File: src/rtl/core/sstf_pkg.sv
// Package with the codes, word types and status transition functions of the severity sensor transition FSM.
`timescale 1ns / 1ps

package sstf_pkg;

   localparam int unsigned StatusWidth = 4;
   localparam int unsigned LevelWidth = 3;
   localparam int unsigned OpWidth = 2;
   localparam int unsigned CsrIndexWidth = 1;
   localparam int unsigned CsrDataWidth = 1;

   localparam logic [OpWidth-1:0] OpSet = 2'd0;
   localparam logic [OpWidth-1:0] OpRead = 2'd1;
   localparam logic [OpWidth-1:0] OpRearm = 2'd2;

   localparam logic [LevelWidth-1:0] LvlOk = 3'd0;
   localparam logic [LevelWidth-1:0] LvlNonCritical = 3'd1;
   localparam logic [LevelWidth-1:0] LvlCritical = 3'd2;
   localparam logic [LevelWidth-1:0] LvlNonRecoverable = 3'd3;
   localparam logic [LevelWidth-1:0] LvlMonitor = 3'd4;
   localparam logic [LevelWidth-1:0] LvlInfo = 3'd5;

   localparam logic [StatusWidth-1:0] StToOk = 4'd0;
   localparam logic [StatusWidth-1:0] StNcFromOk = 4'd1;
   localparam logic [StatusWidth-1:0] StCrFromLess = 4'd2;
   localparam logic [StatusWidth-1:0] StNrFromLess = 4'd3;
   localparam logic [StatusWidth-1:0] StNcFromMore = 4'd4;
   localparam logic [StatusWidth-1:0] StCrFromNr = 4'd5;
   localparam logic [StatusWidth-1:0] StNr = 4'd6;
   localparam logic [StatusWidth-1:0] StMonitor = 4'd7;
   localparam logic [StatusWidth-1:0] StInfo = 4'd8;

   localparam logic [CsrIndexWidth-1:0] CsrEventsEnabled = 1'd0;
   localparam logic [CsrIndexWidth-1:0] CsrScanningEnabled = 1'd1;

   localparam logic [7:0] EventAssertMark = 8'h40;
   localparam logic [7:0] FlagEventsEnabled = 8'h80;
   localparam logic [7:0] FlagScanningEnabled = 8'h40;

   localparam logic [1:0] LenNone = 2'd0;
   localparam logic [1:0] LenRearm = 2'd1;
   localparam logic [1:0] LenTransition = 2'd2;

   typedef struct packed {
      logic [OpWidth-1:0] operation;
      logic [LevelWidth-1:0] level;
      logic event_request;
   } request_type;

   typedef struct packed {
      logic event_valid;
      logic [7:0] event_first_byte;
      logic [7:0] event_second_byte;
      logic [1:0] event_length;
      logic level_error;
      logic [7:0] reading_flags;
      logic [15:0] state_mask;
      logic [LevelWidth-1:0] raw_level;
      logic [StatusWidth-1:0] current_status;
      logic reading_valid;
   } result_type;

   function automatic logic [StatusWidth-1:0] next_noncritical(
      input logic [StatusWidth-1:0] prior_status);
      logic [StatusWidth-1:0] nxt;
      nxt = (prior_status inside {[StCrFromLess:StNr]}) ? StNcFromMore : StNcFromOk;
      return nxt;
   endfunction

   function automatic logic [StatusWidth-1:0] next_critical(
      input logic [StatusWidth-1:0] prior_status);
      logic [StatusWidth-1:0] nxt;
      nxt = (prior_status inside {StNrFromLess, StCrFromNr, StNr}) ?
            StCrFromNr : StCrFromLess;
      return nxt;
   endfunction

   function automatic logic [StatusWidth-1:0] next_nonrecoverable(
      input logic [StatusWidth-1:0] prior_status);
      logic [StatusWidth-1:0] nxt;
      nxt = (prior_status inside {[StNr:4'd15]}) ? StNr : StNrFromLess;
      return nxt;
   endfunction

   function automatic logic [LevelWidth-1:0] raw_of_status(
      input logic [StatusWidth-1:0] status);
      logic [LevelWidth-1:0] raw;
      case (status)
         StToOk: raw = LvlOk;
         StNcFromOk, StNcFromMore: raw = LvlNonCritical;
         StCrFromLess, StCrFromNr: raw = LvlCritical;
         StMonitor: raw = LvlMonitor;
         StInfo: raw = LvlInfo;
         default: raw = LvlNonRecoverable;
      endcase
      return raw;
   endfunction

endpackage

File: src/rtl/core/sstf_channels.sv
// Channel interfaces for the request and response words of the severity sensor FSM.
`timescale 1ns / 1ps

interface sstf_req_if;
   logic valid;
   logic ready;
   logic [sstf_pkg::OpWidth-1:0] operation;
   logic [sstf_pkg::LevelWidth-1:0] level;
   logic event_request;

   modport source(output valid, output operation, output level, output event_request,
                  input ready);
   modport sink(input valid, input operation, input level, input event_request,
                output ready);
endinterface

interface sstf_rsp_if;
   logic valid;
   logic ready;
   logic event_valid;
   logic [7:0] event_first_byte;
   logic [7:0] event_second_byte;
   logic [1:0] event_length;
   logic level_error;
   logic [7:0] reading_flags;
   logic [15:0] state_mask;
   logic [sstf_pkg::LevelWidth-1:0] raw_level;
   logic [sstf_pkg::StatusWidth-1:0] current_status;
   logic reading_valid;

   modport source(output valid, output event_valid, output event_first_byte,
                  output event_second_byte, output event_length, output level_error,
                  output reading_flags, output state_mask, output raw_level,
                  output current_status, output reading_valid, input ready);
   modport sink(input valid, input event_valid, input event_first_byte,
                input event_second_byte, input event_length, input level_error,
                input reading_flags, input state_mask, input raw_level,
                input current_status, input reading_valid, output ready);
endinterface

File: src/rtl/core/sstf_step.sv
// Next-status and response word logic for one request word.
`timescale 1ns / 1ps

module sstf_step (
   input  logic [sstf_pkg::StatusWidth-1:0] prior_status,
   input  sstf_pkg::request_type            request,
   input  logic                             events_enabled,
   input  logic                             scanning_enabled,
   output logic [sstf_pkg::StatusWidth-1:0] next_status,
   output sstf_pkg::result_type             result
);

   logic [sstf_pkg::StatusWidth-1:0] candidate;
   logic level_ok;
   logic [sstf_pkg::StatusWidth-1:0] status_after;

   always_comb begin
      level_ok = 1'b1;
      case (request.level)
         sstf_pkg::LvlOk: candidate = sstf_pkg::StToOk;
         sstf_pkg::LvlNonCritical: candidate = sstf_pkg::next_noncritical(prior_status);
         sstf_pkg::LvlCritical: candidate = sstf_pkg::next_critical(prior_status);
         sstf_pkg::LvlNonRecoverable: candidate = sstf_pkg::next_nonrecoverable(prior_status);
         sstf_pkg::LvlMonitor: candidate = sstf_pkg::StMonitor;
         sstf_pkg::LvlInfo: candidate = sstf_pkg::StInfo;
         default: begin
            candidate = prior_status;
            level_ok = 1'b0;
         end
      endcase
   end

   always_comb begin
      status_after = prior_status;
      result.event_valid = 1'b0;
      result.event_first_byte = 8'h00;
      result.event_second_byte = 8'h00;
      result.event_length = sstf_pkg::LenNone;
      result.level_error = 1'b0;
      case (request.operation)
         sstf_pkg::OpSet: begin
            if (!level_ok) begin
               result.level_error = 1'b1;
            end else begin
               status_after = candidate;
               if (request.event_request && (candidate != prior_status)) begin
                  result.event_valid = 1'b1;
                  result.event_first_byte = sstf_pkg::EventAssertMark | {4'h0, candidate};
                  result.event_second_byte = {4'h0, prior_status};
                  result.event_length = sstf_pkg::LenTransition;
               end
            end
         end
         sstf_pkg::OpRearm: begin
            result.event_valid = 1'b1;
            result.event_first_byte = {4'h0, prior_status};
            result.event_length = sstf_pkg::LenRearm;
         end
         default: begin
         end
      endcase
      result.reading_flags = (events_enabled ? sstf_pkg::FlagEventsEnabled : 8'h00)
                           | (scanning_enabled ? sstf_pkg::FlagScanningEnabled : 8'h00);
      result.state_mask = 16'h0001 << status_after;
      result.raw_level = sstf_pkg::raw_of_status(status_after);
      result.current_status = status_after;
      result.reading_valid = 1'b1;
   end

   assign next_status = status_after;

endmodule

File: src/rtl/core/severity_sensor_transition_fsm.sv
// Top level of the severity sensor transition FSM with request and response registers.
//
//   Channel   Dir   Content
//   req_port  in    operation, level, event_request
//   rsp_port  out   event bytes, level error and status view, one word per request
//   csr_*     in    write of events_enabled (index 0) or scanning_enabled (index 1)
//
// A request word passes through the input register and then the response register.
// A new word is taken every cycle while the response side keeps taking words.
// Reset clears the status to transition to OK and sets both enables.
// While the response word is stalled, one more word is taken into the input register.
`timescale 1ns / 1ps

module severity_sensor_transition_fsm (
   input  logic                                 clock,
   input  logic                                 reset,
   sstf_req_if.sink                             req_port,
   sstf_rsp_if.source                           rsp_port,
   input  logic                                 csr_write_enable,
   input  logic [sstf_pkg::CsrIndexWidth-1:0]   csr_index,
   input  logic [sstf_pkg::CsrDataWidth-1:0]    csr_write_data
);

   logic events_enabled_ff;
   logic scanning_enabled_ff;
   logic [sstf_pkg::StatusWidth-1:0] status_ff;
   logic [sstf_pkg::StatusWidth-1:0] status_in;
   logic req_valid_ff;
   sstf_pkg::request_type req_ff;
   logic rsp_valid_ff;
   sstf_pkg::result_type rsp_ff;
   sstf_pkg::result_type rsp_in;
   logic advance;

   assign advance = req_valid_ff && (!rsp_valid_ff || rsp_port.ready);
   assign req_port.ready = !req_valid_ff || advance;

   sstf_step u_step (
      .prior_status     (status_ff),
      .request          (req_ff),
      .events_enabled   (events_enabled_ff),
      .scanning_enabled (scanning_enabled_ff),
      .next_status      (status_in),
      .result           (rsp_in)
   );

   always_ff @(posedge clock) begin
      if (reset) begin
         events_enabled_ff <= 1'b1;
         scanning_enabled_ff <= 1'b1;
      end else if (csr_write_enable) begin
         case (csr_index)
            sstf_pkg::CsrEventsEnabled: events_enabled_ff <= csr_write_data[0];
            sstf_pkg::CsrScanningEnabled: scanning_enabled_ff <= csr_write_data[0];
            default: begin
            end
         endcase
      end
   end

   always_ff @(posedge clock) begin
      if (reset) begin
         req_valid_ff <= 1'b0;
      end else if (req_port.ready) begin
         req_valid_ff <= req_port.valid;
      end
   end

   always_ff @(posedge clock) begin
      if (req_port.ready && req_port.valid) begin
         req_ff.operation <= req_port.operation;
         req_ff.level <= req_port.level;
         req_ff.event_request <= req_port.event_request;
      end
   end

   always_ff @(posedge clock) begin
      if (reset) begin
         status_ff <= sstf_pkg::StToOk;
         rsp_valid_ff <= 1'b0;
      end else if (advance) begin
         status_ff <= status_in;
         rsp_valid_ff <= 1'b1;
      end else if (rsp_port.ready) begin
         rsp_valid_ff <= 1'b0;
      end
   end

   always_ff @(posedge clock) begin
      if (advance) begin
         rsp_ff <= rsp_in;
      end
   end

   assign rsp_port.valid = rsp_valid_ff;
   assign rsp_port.event_valid = rsp_ff.event_valid;
   assign rsp_port.event_first_byte = rsp_ff.event_first_byte;
   assign rsp_port.event_second_byte = rsp_ff.event_second_byte;
   assign rsp_port.event_length = rsp_ff.event_length;
   assign rsp_port.level_error = rsp_ff.level_error;
   assign rsp_port.reading_flags = rsp_ff.reading_flags;
   assign rsp_port.state_mask = rsp_ff.state_mask;
   assign rsp_port.raw_level = rsp_ff.raw_level;
   assign rsp_port.current_status = rsp_ff.current_status;
   assign rsp_port.reading_valid = rsp_ff.reading_valid;

   a_status_in_range: assert property (@(posedge clock) disable iff (reset)
      status_ff <= sstf_pkg::StInfo)
      else $error("Transition status left the defined codes.");

   a_rsp_tracks_status: assert property (@(posedge clock) disable iff (reset)
      rsp_valid_ff |-> (rsp_ff.current_status == status_ff))
      else $error("Response word status differs from the status register.");

   a_event_state_onehot: assert property (@(posedge clock) disable iff (reset)
      rsp_valid_ff |-> $onehot(rsp_ff.state_mask))
      else $error("Event state is not one-hot.");

   a_held_request: assert property (@(posedge clock) disable iff (reset)
      (req_valid_ff && !advance) |=> (req_valid_ff && $stable(req_ff)))
      else $error("A waiting request word was lost or changed.");

   a_status_only_on_advance: assert property (@(posedge clock) disable iff (reset)
      !advance |=> $stable(status_ff))
      else $error("Status changed without a request word moving on.");

endmodule
File: src/flat_wrapper.sv
// flat-port wrapper written by rule: the top's interface ports become plain ports
module severity_sensor_transition_fsm_flat 
  (clock, reset, csr_write_enable, csr_index, csr_write_data, req_port_valid, req_port_operation, req_port_level, req_port_event_request, req_port_ready, rsp_port_valid, rsp_port_event_valid, rsp_port_event_first_byte, rsp_port_event_second_byte, rsp_port_event_length, rsp_port_level_error, rsp_port_reading_flags, rsp_port_state_mask, rsp_port_raw_level, rsp_port_current_status, rsp_port_reading_valid, rsp_port_ready);
  sstf_req_if req_port_i ();
  sstf_rsp_if rsp_port_i ();
  input  logic clock;
  input  logic reset;
  input  logic csr_write_enable;
  input  logic [sstf_pkg::CsrIndexWidth-1:0] csr_index;
  input  logic [sstf_pkg::CsrDataWidth-1:0] csr_write_data;
  input wire logic [$bits(req_port_i.valid)-1:0] req_port_valid;
  input wire logic [$bits(req_port_i.operation)-1:0] req_port_operation;
  input wire logic [$bits(req_port_i.level)-1:0] req_port_level;
  input wire logic [$bits(req_port_i.event_request)-1:0] req_port_event_request;
  output wire logic [$bits(req_port_i.ready)-1:0] req_port_ready;
  output wire logic [$bits(rsp_port_i.valid)-1:0] rsp_port_valid;
  output wire logic [$bits(rsp_port_i.event_valid)-1:0] rsp_port_event_valid;
  output wire logic [$bits(rsp_port_i.event_first_byte)-1:0] rsp_port_event_first_byte;
  output wire logic [$bits(rsp_port_i.event_second_byte)-1:0] rsp_port_event_second_byte;
  output wire logic [$bits(rsp_port_i.event_length)-1:0] rsp_port_event_length;
  output wire logic [$bits(rsp_port_i.level_error)-1:0] rsp_port_level_error;
  output wire logic [$bits(rsp_port_i.reading_flags)-1:0] rsp_port_reading_flags;
  output wire logic [$bits(rsp_port_i.state_mask)-1:0] rsp_port_state_mask;
  output wire logic [$bits(rsp_port_i.raw_level)-1:0] rsp_port_raw_level;
  output wire logic [$bits(rsp_port_i.current_status)-1:0] rsp_port_current_status;
  output wire logic [$bits(rsp_port_i.reading_valid)-1:0] rsp_port_reading_valid;
  input wire logic [$bits(rsp_port_i.ready)-1:0] rsp_port_ready;
  assign req_port_i.valid = req_port_valid;
  assign req_port_i.operation = req_port_operation;
  assign req_port_i.level = req_port_level;
  assign req_port_i.event_request = req_port_event_request;
  assign req_port_ready = req_port_i.ready;
  assign rsp_port_valid = rsp_port_i.valid;
  assign rsp_port_event_valid = rsp_port_i.event_valid;
  assign rsp_port_event_first_byte = rsp_port_i.event_first_byte;
  assign rsp_port_event_second_byte = rsp_port_i.event_second_byte;
  assign rsp_port_event_length = rsp_port_i.event_length;
  assign rsp_port_level_error = rsp_port_i.level_error;
  assign rsp_port_reading_flags = rsp_port_i.reading_flags;
  assign rsp_port_state_mask = rsp_port_i.state_mask;
  assign rsp_port_raw_level = rsp_port_i.raw_level;
  assign rsp_port_current_status = rsp_port_i.current_status;
  assign rsp_port_reading_valid = rsp_port_i.reading_valid;
  assign rsp_port_i.ready = rsp_port_ready;
  severity_sensor_transition_fsm u_core (.clock(clock), .reset(reset), .req_port(req_port_i), .rsp_port(rsp_port_i), .csr_write_enable(csr_write_enable), .csr_index(csr_index), .csr_write_data(csr_write_data));
endmodule
File: config.mk
export PLATFORM = sky130hd
export DESIGN_NAME = severity_sensor_transition_fsm_flat
export DESIGN_NICKNAME = d
export VERILOG_FILES = /design/src/rtl/core/sstf_pkg.sv /design/src/rtl/core/sstf_channels.sv /design/src/rtl/core/sstf_step.sv /design/src/rtl/core/severity_sensor_transition_fsm.sv /design/src/flat_wrapper.sv
export SDC_FILE = /design/constraint.sdc
export NUM_CORES = 1
export LEC_CHECK = 0
export ABC_AREA = 1
export BUFFER_PORTS_ARGS = -buffer_cell sky130_fd_sc_hd__buf_2
export CORE_ASPECT_RATIO = 0.8
export CORE_UTILIZATION = 40
export DETAILED_ROUTE_END_ITERATION = 12
export PLACE_DENSITY = 0.62
export SLEW_MARGIN = 20
export SYNTH_ARGS = -nofsm -noshare
export SYNTH_HDL_FRONTEND = slang
export SYNTH_HIERARCHICAL = 1
export SYNTH_SLANG_ARGS = --single-unit
File: constraint.sdc
create_clock -name clock -period 6 [get_ports clock]
set_clock_uncertainty 0.2 [all_clocks]
set_input_delay 1.8 -clock clock [delete_from_list [all_inputs] [get_ports clock]]
set_output_delay 1.8 -clock clock [all_outputs]
set_load 0.03 [all_outputs]
# Word-level counts from Yosys, hierarchy flattened

Cells that the tools add are included.

Bits of input ports: 13
Bits in registers: 65
Logic and storage cells: 79

Reductions and logical operators: 21
Magnitude comparators: 4
Multiplexer cells: 17
Shift operators: 1
Bitwise operators: 2
Eq/ne operators: 16

Operators by type and width:

| operator               | count |
|---|---|
| $mux W19               | 2 |
| $pmux W4 S6            | 1 |
| $eq A4 B3 Y1 const B   | 5 |
| $pmux W9 S2            | 1 |
| $shl A1 B4 Y16 const A | 1 |
| $pmux W3 S5            | 1 |
| $mux W3                | 3 |
| $eq A4 B2 Y1 const B   | 2 |
| $mux W4                | 2 |
| $mux W8                | 1 |
| $or A8 B7 Y8           | 1 |
| $mux W7                | 1 |
| $eq A3 B2 Y1 const B   | 2 |
| $eq A3 B3 Y1 const B   | 2 |
| $reduce_and A2 Y1      | 3 |
| $reduce_or A6 Y1       | 1 |
| $logic_and A1 B1 Y1    | 5 |
| $eq A4 B1 Y1 const B   | 1 |
| $eq A4 B4 Y1 const B   | 1 |
| $ge A4 B2 Y1 const B   | 1 |
| $ge A4 B3 Y1 const B   | 1 |
| $le A4 B3 Y1 const B   | 1 |
| $le A4 B4 Y1 const B   | 1 |
| $logic_not A4 Y1       | 1 |
| 14 further kinds       | 20 |

# Logic depth before layout (Yosys ltp)

Gate-level depths: netlist (run 1).

Depth after elaboration: 9
Mapped depth: 14

# Modules after synthesis

The synthesis (run 1) kept the hierarchy.

By module, submodules not included:

| module                         | cells an instance | times used | area an instance (µm²) |
|---|---|---|---|
| severity_sensor_transition_fsm | 106               | 1          | 2,085.8 |
| sstf_step                      | 177               | 1          | 952.2 |

# Least setup slack after synthesis (run 1)

No wires, ideal clock.

Kind: input -> register
Start point: input rsp_port_ready
End point: register u_core.rsp_ff, in the netlist u_core/rsp_port.current_status[0], enable pin
Stages on the path: 2
Data required time: 5,321 ps
Library setup time: 479 ps
Data arrival time: 4,364 ps
Buffers on the path: 0
Path slack: 957 ps
Path through: inv_2 a21oi_1

Word-level cells in the longest chain between the ends: 2

RTL lines:

| item                     | RTL line                             | text |
|---|---|---|
| start, declared          | flat_wrapper.sv:27                   | `input wire logic [$bits(rsp_port_i.ready)-1:0] rsp_port_ready;` |
| $logic_or A1 B1 Y1       | severity_sensor_transition_fsm.sv:35 | `assign advance = req_valid_ff && (!rsp_valid_ff \|\| rsp_port.ready);` |
| $logic_and A1 B1 Y1      | severity_sensor_transition_fsm.sv:35 |  |
| named net u_core.advance | severity_sensor_transition_fsm.sv:33 | `logic advance;` |
| end signal, assigned     | severity_sensor_transition_fsm.sv:91 | `rsp_ff <= rsp_in;` |
| end, declared            | severity_sensor_transition_fsm.sv:31 | `sstf_pkg::result_type rsp_ff;` |

The timed path passes the listed nets, and every way through them passes these cells.
A chain may end at the register's enable or synchronous reset.

# Worst setup path in the final report (run 1)

Start point: input rsp_port_ready
End point: output req_port_ready

Word-level cells in the longest chain between the ends: 3

RTL lines:

| item                | RTL line                             | text |
|---|---|---|
| $logic_or A1 B1 Y1  | severity_sensor_transition_fsm.sv:35 |  |
| $logic_and A1 B1 Y1 | severity_sensor_transition_fsm.sv:35 |  |
| $logic_or A1 B1 Y1  | severity_sensor_transition_fsm.sv:36 | `assign req_port.ready = !req_valid_ff \|\| advance;` |
| end, declared       | flat_wrapper.sv:15                   | `output wire logic [$bits(req_port_i.ready)-1:0] req_port_ready;` |

Every way passes these cells.

==> results of run 1 <==
==> layout make-up <==
type,count,share of cell area [%]
Sequential cell,66,54.4
Clock inverter,6,0.966
Tap cell,90,3.22
Clock buffer,10,3.65
Multi-Input combinational cell,169,24.4
Inverter,34,3.72
Timing Repair Buffer,67,9.66
==> layer usage <==
layer  vias to the layer above  track usage [%]  share of wire [%]
met5                         -                0                  0
met3                         8             4.82                5.0
li1                       1040                -                  -
met2                        51             21.0                 46
met1                       918             18.4                 48
met4                         0             7.65                1.4
==> cell families after synthesis <==
group,share of synthesized area [%]
AOI/OAI and AO/OA,3.67
buffers and inverters,11.2
DFF,62.6
other,0.247
and+or+nand+nor,22.3
==> power by group <==
group          switching [mW]  internal [mW]  leakage (nW)
clock                   0.159          0.146        0.0795
combinational           0.106         0.0409         0.827
sequential             0.0144          0.529         0.613
==> sequential cells by signal, summed over array words and instances, names as in the netlist <==
register / cells
u_core/scanning_enabled_ff: 1
u_core/rsp_port.valid: 1
u_core/rsp_port.reading_valid: 1
u_core/rsp_port.event_length: 2
u_core/rsp_port.event_second_byte: 8
u_core/rsp_port.current_status: 4
u_core/status_ff: 4
u_core/events_enabled_ff: 1
u_core/req_valid_ff: 1
u_core/rsp_port.level_error: 1
u_core/rsp_port.reading_flags: 8
u_core/rsp_port.event_valid: 1
u_core/rsp_port.event_first_byte: 8
u_core/req_ff: 6
u_core/rsp_port.raw_level: 3
u_core/rsp_port.state_mask: 16
==> final timing paths <==
| check | from | end | slack (ps) | depth (start not counted) |
|---|---|---|---|---|
| hold reg to reg | u_core/events_enabled_ff$_SDFFE_PP1P_ | u_core/rsp_port.reading_flags[7]$_DFFE_PP_ | 240 | 0 |
| hold / removal | u_core/events_enabled_ff$_SDFFE_PP1P_ | u_core/rsp_port.reading_flags[7]$_DFFE_PP_ | 240 | 0 |
| setup reg to reg | u_core/req_ff[2]$_DFFE_PP_ | u_core/rsp_port.raw_level[1]$_DFFE_PP_ | 3500 | 10 |
| setup / recovery | rsp_port_ready | req_port_ready | 1730 | 4 |
==> metrics by stage <==
| step | instance area (um2) | util (%) | instances |
|---|---|---|---|
| 5_1_grt | 3500 | 47.5 | 442 |
| 4_1_cts | 3500 | 47.5 | 442 |
| 6_report | 3500 | 47.5 | 442 |
| 2_1_floorplan | 3080 | - | 295 |
| 3_3_place_gp | 3330 | 45.3 | 426 |
| 3_5_place_dp | 3330 | 45.3 | 426 |
==> worst max-delay path: stages <==
cell and delay [ps]:
buf_2 100, inv_2 90, nand3_2 80, buf_2 190
==> placed cells by master (no fill, tap or decap) <==
cell        instances
buf_2              66
edfxtp_1           58
nand2_1            43
nor2_1             32
inv_1              24
nand3_1            24
conb_1             14
clkbuf_8            9
inv_2               9
nand2_2             9
a21oi_1             9
dfxtp_1             8
nand3_2             6
o21ai_0             6
nor3_1              6
nand4_1             4
nand2_4             4
clkinv_2            3
o21ai_1             3
nor2_2              3
clkinvlp_4          2
clkinv_1            1
clkbuf_1            1
a21oi_4             1
buf_4               1
nand3_4             1
inv_4               1
a21oi_2             1
nor3_4              1
or2_1               1
o21a_1              1
==> results.py, run 1 <==
metrics = {
    "timing": {
        "rsz0062_at_grt": "false",
        "fin_tns_setup_ps": 0,
        "period_needed_ps": 4270,
        "relSlewSlack_pct": 57.3,
        "clock.fmax_mhz": 234,
        "slew_viol_final": 0,
        "timing.final.ws_setup_ps": 1730,
        "post-route-period-util_pct": 71.1,
        "setup_viol": 0,
        "worst_pin_slew_ps": 641,
        "hold_slack_ps": 237,
        "hold_violations": 0,
    },
    "drt": {
        "drt-vias-per-instance": 4.56,
        "dr.pass1.iters": 5,
        "first_iter_violations": 102,
        "wl_per_cell_um": 11.7,
        "drc_errors": 0,
        "ant_nets": 0,
        "dr_total_vias": 2017,
        "drt-total-wl_mm": 5.18,
    },
    "logic_synthesis": {
        "synthesis.area_mm2": 0.00304,
        "synthArstFlopShare_pct": 0,
        "yosys.area.top_type": "edfxtp_1",
        "synth_edf_count": 58,
        "ys_warn_count": 6,
        "synth_area_leaders": "edfxtp_1, buf_4, nand2_1",
        "synth_flop_cell": "edfxtp_1",
        "yosysSeqAreaShare_pct": 62.6,
        "synth_cells": 283,
        "synth_cell_types": 25,
        "yosysMostFrequentCell": "edfxtp_1",
        "ys_ff_latch": 66,
        "avgSynthCellArea_um2": 10.7,
        "synth_common_cells": "edfxtp_1, nand2_1, nor2_1, inv_1, nand3_1",
        "synth_top_area_share_pct": 57.3,
    },
    "hold_path": {
        "min_path_type": "register to register",
    },
    "status": {
        "status": "finished clean",
    },
    "finish": {
        "n_antenna_cell": 0,
        "syn_to_final_growth_pct": 15.1,
        "nNetsFinal": 360,
        "multi_input_area_um2": 852,
        "drive_gt1_share_pct": 33.2,
        "ff_latch_area_mm2": 0.00190,
        "fill_cells": 726,
    },
    "clock_tree": {
        "postCtsSetupBuffers": 0,
        "cts_resized": 0,
        "cts_max_level": 3,
        "path_clk_slew_ps": 60,
        "cts_tree": "built",
        "clock-sinks": 66,
        "cts-root-buf": "clkbuf_8",
        "ctsHoldBuffers": 0,
        "cts_max_path_buffers": 2,
        "clock_latency_ps": 330,
        "cts_buffers": 9,
    },
    "critical_path": {
        "cp_data_required_time_ps": 4000,
        "crit_fanout": 3,
        "start_kind": "primary input",
        "worstPathArrival_ps": 2270,
        "worstSetupPathType": "primary input to output port",
        "critPathCaptureType": "output port",
    },
    "grt": {
        "antenna_found_initial": 0,
        "grt_max_degree": 53,
        "grt_pass1_vias": 1813,
        "grt-ovfl-total": 0,
        "grt_pass1_wl_mm": 8.47,
        "gr-usage-all-layers_pct": 14.2,
    },
    "placed_design": {
        "gp_congestion": 0.828,
        "preCtsSetupSlack_ps": 1730,
        "port-buffer-count": 66,
        "place_hpwl_mm": 3.79,
    },
    "power": {
        "p_total_mw": 0.995,
        "leakage_nw": 1.52,
        "vdd_ir_drop_max_v": 0.000117,
        "powerDensity_mw_per_mm2": 285,
    },
    "job": {
        "maxCapViolCount": 0,
    },
    "die": {
        "fp.dieW_um": 99.4,
        "die_h_um": 79.9,
        "design.die.area_mm2": 0.00795,
        "initial_core_util_pct": 41.3,
        "core-area_mm2": 0.00736,
        "num_io_pins": 67,
        "rows": 28,
    },
}
(Power assumes the default switching activity.)
==> run 2, diff against run 1 <==
--- a/config.mk
+++ b/config.mk
@@ -10,7 +10,7 @@
 export CORE_ASPECT_RATIO = 0.8
 export CORE_UTILIZATION = 40
 export DETAILED_ROUTE_END_ITERATION = 12
-export PLACE_DENSITY = 0.62
+export PLACE_DENSITY = 0.64
 export SLEW_MARGIN = 20
 export SYNTH_ARGS = -nofsm -noshare
 export SYNTH_HDL_FRONTEND = slang
==> constraint.sdc (replaced) <==
create_clock -name clock -period 3.7 [get_ports clock]
set_clock_uncertainty 0.2 [all_clocks]
set_input_delay 1.11 -clock clock [delete_from_list [all_inputs] [get_ports clock]]
set_output_delay 1.11 -clock clock [all_outputs]
set_load 0.03 [all_outputs]
==> run 2 against run 1 <==
Effect of this change: register-to-register slack lost 2200 ps; final cell count unchanged; global-route usage up 0.18 points; first-iteration DRC count grew 18%; critical path type unchanged; core utilization is 0.41 points higher.
==> results.py, run 2 (same netlist as run 1, synthesis figures left out) <==
metrics = {
    "critical_path": {
        "slowest_stage": "buf_2",
        "cp_top_family": "buffers and inverters",
        "reg2regPathDepth": 10,
        "cp_data_required_time_ps": 2390,
        "cp_slowest_stage_delay_ps": 200,
        "crit_fanout": 3,
        "r2r_end": "u_core/rsp_port.raw_level[1]$_DFFE_PP_",
        "start_kind": "primary input",
        "crit_chain": "buf_2, inv_2, nand3_2, buf_2",
        "critPathCaptureType": "output port",
        "cp_common_cell": "buf_2",
        "worstSetupPathType": "primary input to output port",
        "crit_buf_inv": 3,
        "reg2reg_slack_ps": 1260,
        "worstPathArrival_ps": 1590,
        "r2r-start": "u_core/req_ff[2]$_DFFE_PP_",
    },
    "grt": {
        "gr-usage-all-layers_pct": 14.4,
        "grt_max_degree": 53,
        "grt-ovfl-total": 0,
        "antenna_found_initial": 0,
        "grt_pass1_vias": 1884,
        "grt_pass1_wl_mm": 8.69,
    },
    "timing": {
        "slew_viol_final": 0,
        "post-route-period-util_pct": 78.3,
        "hold_slack_ps": 237,
        "rsz0062_at_grt": "false",
        "worst_pin_slew_ps": 638,
        "clock.fmax_mhz": 345,
        "timing.final.ws_setup_ps": 804,
        "hold_violations": 0,
        "relSlewSlack_pct": 57.5,
        "setup_viol": 0,
        "fin_tns_setup_ps": 0,
        "period_needed_ps": 2900,
    },
    "die": {
        "core-area_mm2": 0.00736,
        "fp.dieW_um": 99.4,
        "die_h_um": 79.9,
        "design.die.area_mm2": 0.00795,
        "num_io_pins": 67,
        "initial_core_util_pct": 41.3,
        "rows": 28,
    },
    "drt": {
        "dr.pass1.iters": 4,
        "drc_errors": 0,
        "first_iter_violations": 120,
        "ant_nets": 0,
        "dr_total_vias": 2045,
        "drt-total-wl_mm": 5.34,
        "drt-vias-per-instance": 4.63,
        "wl_per_cell_um": 12.1,
    },
    "power": {
        "swShare_pct": 27.6,
        "leakage_nw": 1.53,
        "vdd_ir_drop_max_v": 0.000206,
        "powerDensity_mw_per_mm2": 482,
        "p_sw_mw": 0.469,
        "p_int_mw": 1.23,
        "p_clk_share_pct": 34.1,
        "pwr-share-comb_pct": 14.1,
        "p_total_mw": 1.70,
        "seqPwrFrac_pct": 51.8,
    },
    "clock_tree": {
        "cts_max_level": 3,
        "cts-root-buf": "clkbuf_8",
        "clock_latency_ps": 330,
        "clock-sinks": 66,
        "cts_resized": 0,
        "ctsHoldBuffers": 0,
        "cts_tree": "built",
        "path_clk_slew_ps": 70,
        "postCtsSetupBuffers": 0,
        "cts_max_path_buffers": 2,
        "cts_buffers": 9,
    },
    "finish": {
        "finalInstanceArea_mm2": 0.00353,
        "largest_reg_flops": 16,
        "syn_to_final_growth_pct": 16.1,
        "final_cell_mix": "buf_2, edfxtp_1, nand2_1",
        "drive_gt1_share_pct": 33.5,
        "stdcell_count": 442,
        "n_antenna_cell": 0,
        "nNetsFinal": 360,
        "post-route-util_pct": 47.9,
        "mostFrequentLayoutCell": "buf_2",
    },
    "placed_design": {
        "gp_congestion": 0.805,
        "place_hpwl_mm": 3.77,
        "dp.cells": 426,
        "placed_cell_area_mm2": 0.00333,
        "port-buffer-count": 66,
        "preCtsSetupSlack_ps": 802,
    },
    "hold_path": {
        "hp-start": "u_core/events_enabled_ff$_SDFFE_PP1P_",
        "hold_path_end": "u_core/rsp_port.reading_flags[7]$_DFFE_PP_",
        "min_path_type": "register to register",
        "hold_depth": 0,
    },
    "status": {
        "status": "finished clean",
    },
    "job": {
        "maxCapViolCount": 0,
    },
}
run 2: cell count changes in the layout (fill, tap and decap cells not counted), sizes merged:
cell and delta:
bufinv +1, clkbuf -1, inv +1, clkinv -1
run 2: power by group through the flow:
stage / Clock [mW] / Combinational (mW) / Sequential [mW]
2_1_floorplan: 0 / 0.147 / 0.951
3_3_place_gp: 0 / 0.236 / 0.897
3_5_place_dp: 0 / 0.240 / 0.897
4_1_cts: 0.601 / 0.241 / 0.881
5_1_grt: 0.629 / 0.265 / 0.885
6_report: 0.580 / 0.240 / 0.881
run 2: worst max path at each step:
stage | start | end | slack [ps] | depth (start not counted)
floorplan | rsp_port_ready | u_core/rsp_port.current_status[0]$_DFFE_PP_ | 400 | 2
global placement | rsp_port_ready | req_port_ready | 820 | 4
detailed placement | rsp_port_ready | req_port_ready | 800 | 4
CTS | rsp_port_ready | req_port_ready | 800 | 4
global route | rsp_port_ready | req_port_ready | 770 | 4
finish | rsp_port_ready | req_port_ready | 800 | 4
run 2: layer usage:
layer / up-vias / share of wire [%] / track usage [%]
li1: 1040 / - / -
met1: 933 / 49 / 19.6
met2: 64 / 43 / 20.7
met3: 8 / 6.3 / 5.17
met4: 0 / 1.7 / 6.18
met5: - / 0 / 0
run 2: worst reg2reg max path, stage by stage (launching register included):
cell      delay (ps)
edfxtp_1         470
inv_2            100
nand2_2           90
nand3_4          130
nand2_4           90
a21oi_2          510
inv_1            230
a21oi_1          170
nand2_1           80
nand2_1           80
nor3_1            50
run 2: cell type report:
cell class	instances	area, um2
clock buffer	9	124
multi-input combinational	169	852
clock inverter	7	67.6
fill	697	3830
inverter	34	130
sequential	66	1900
timing repair buffer	67	338
tap	90	113
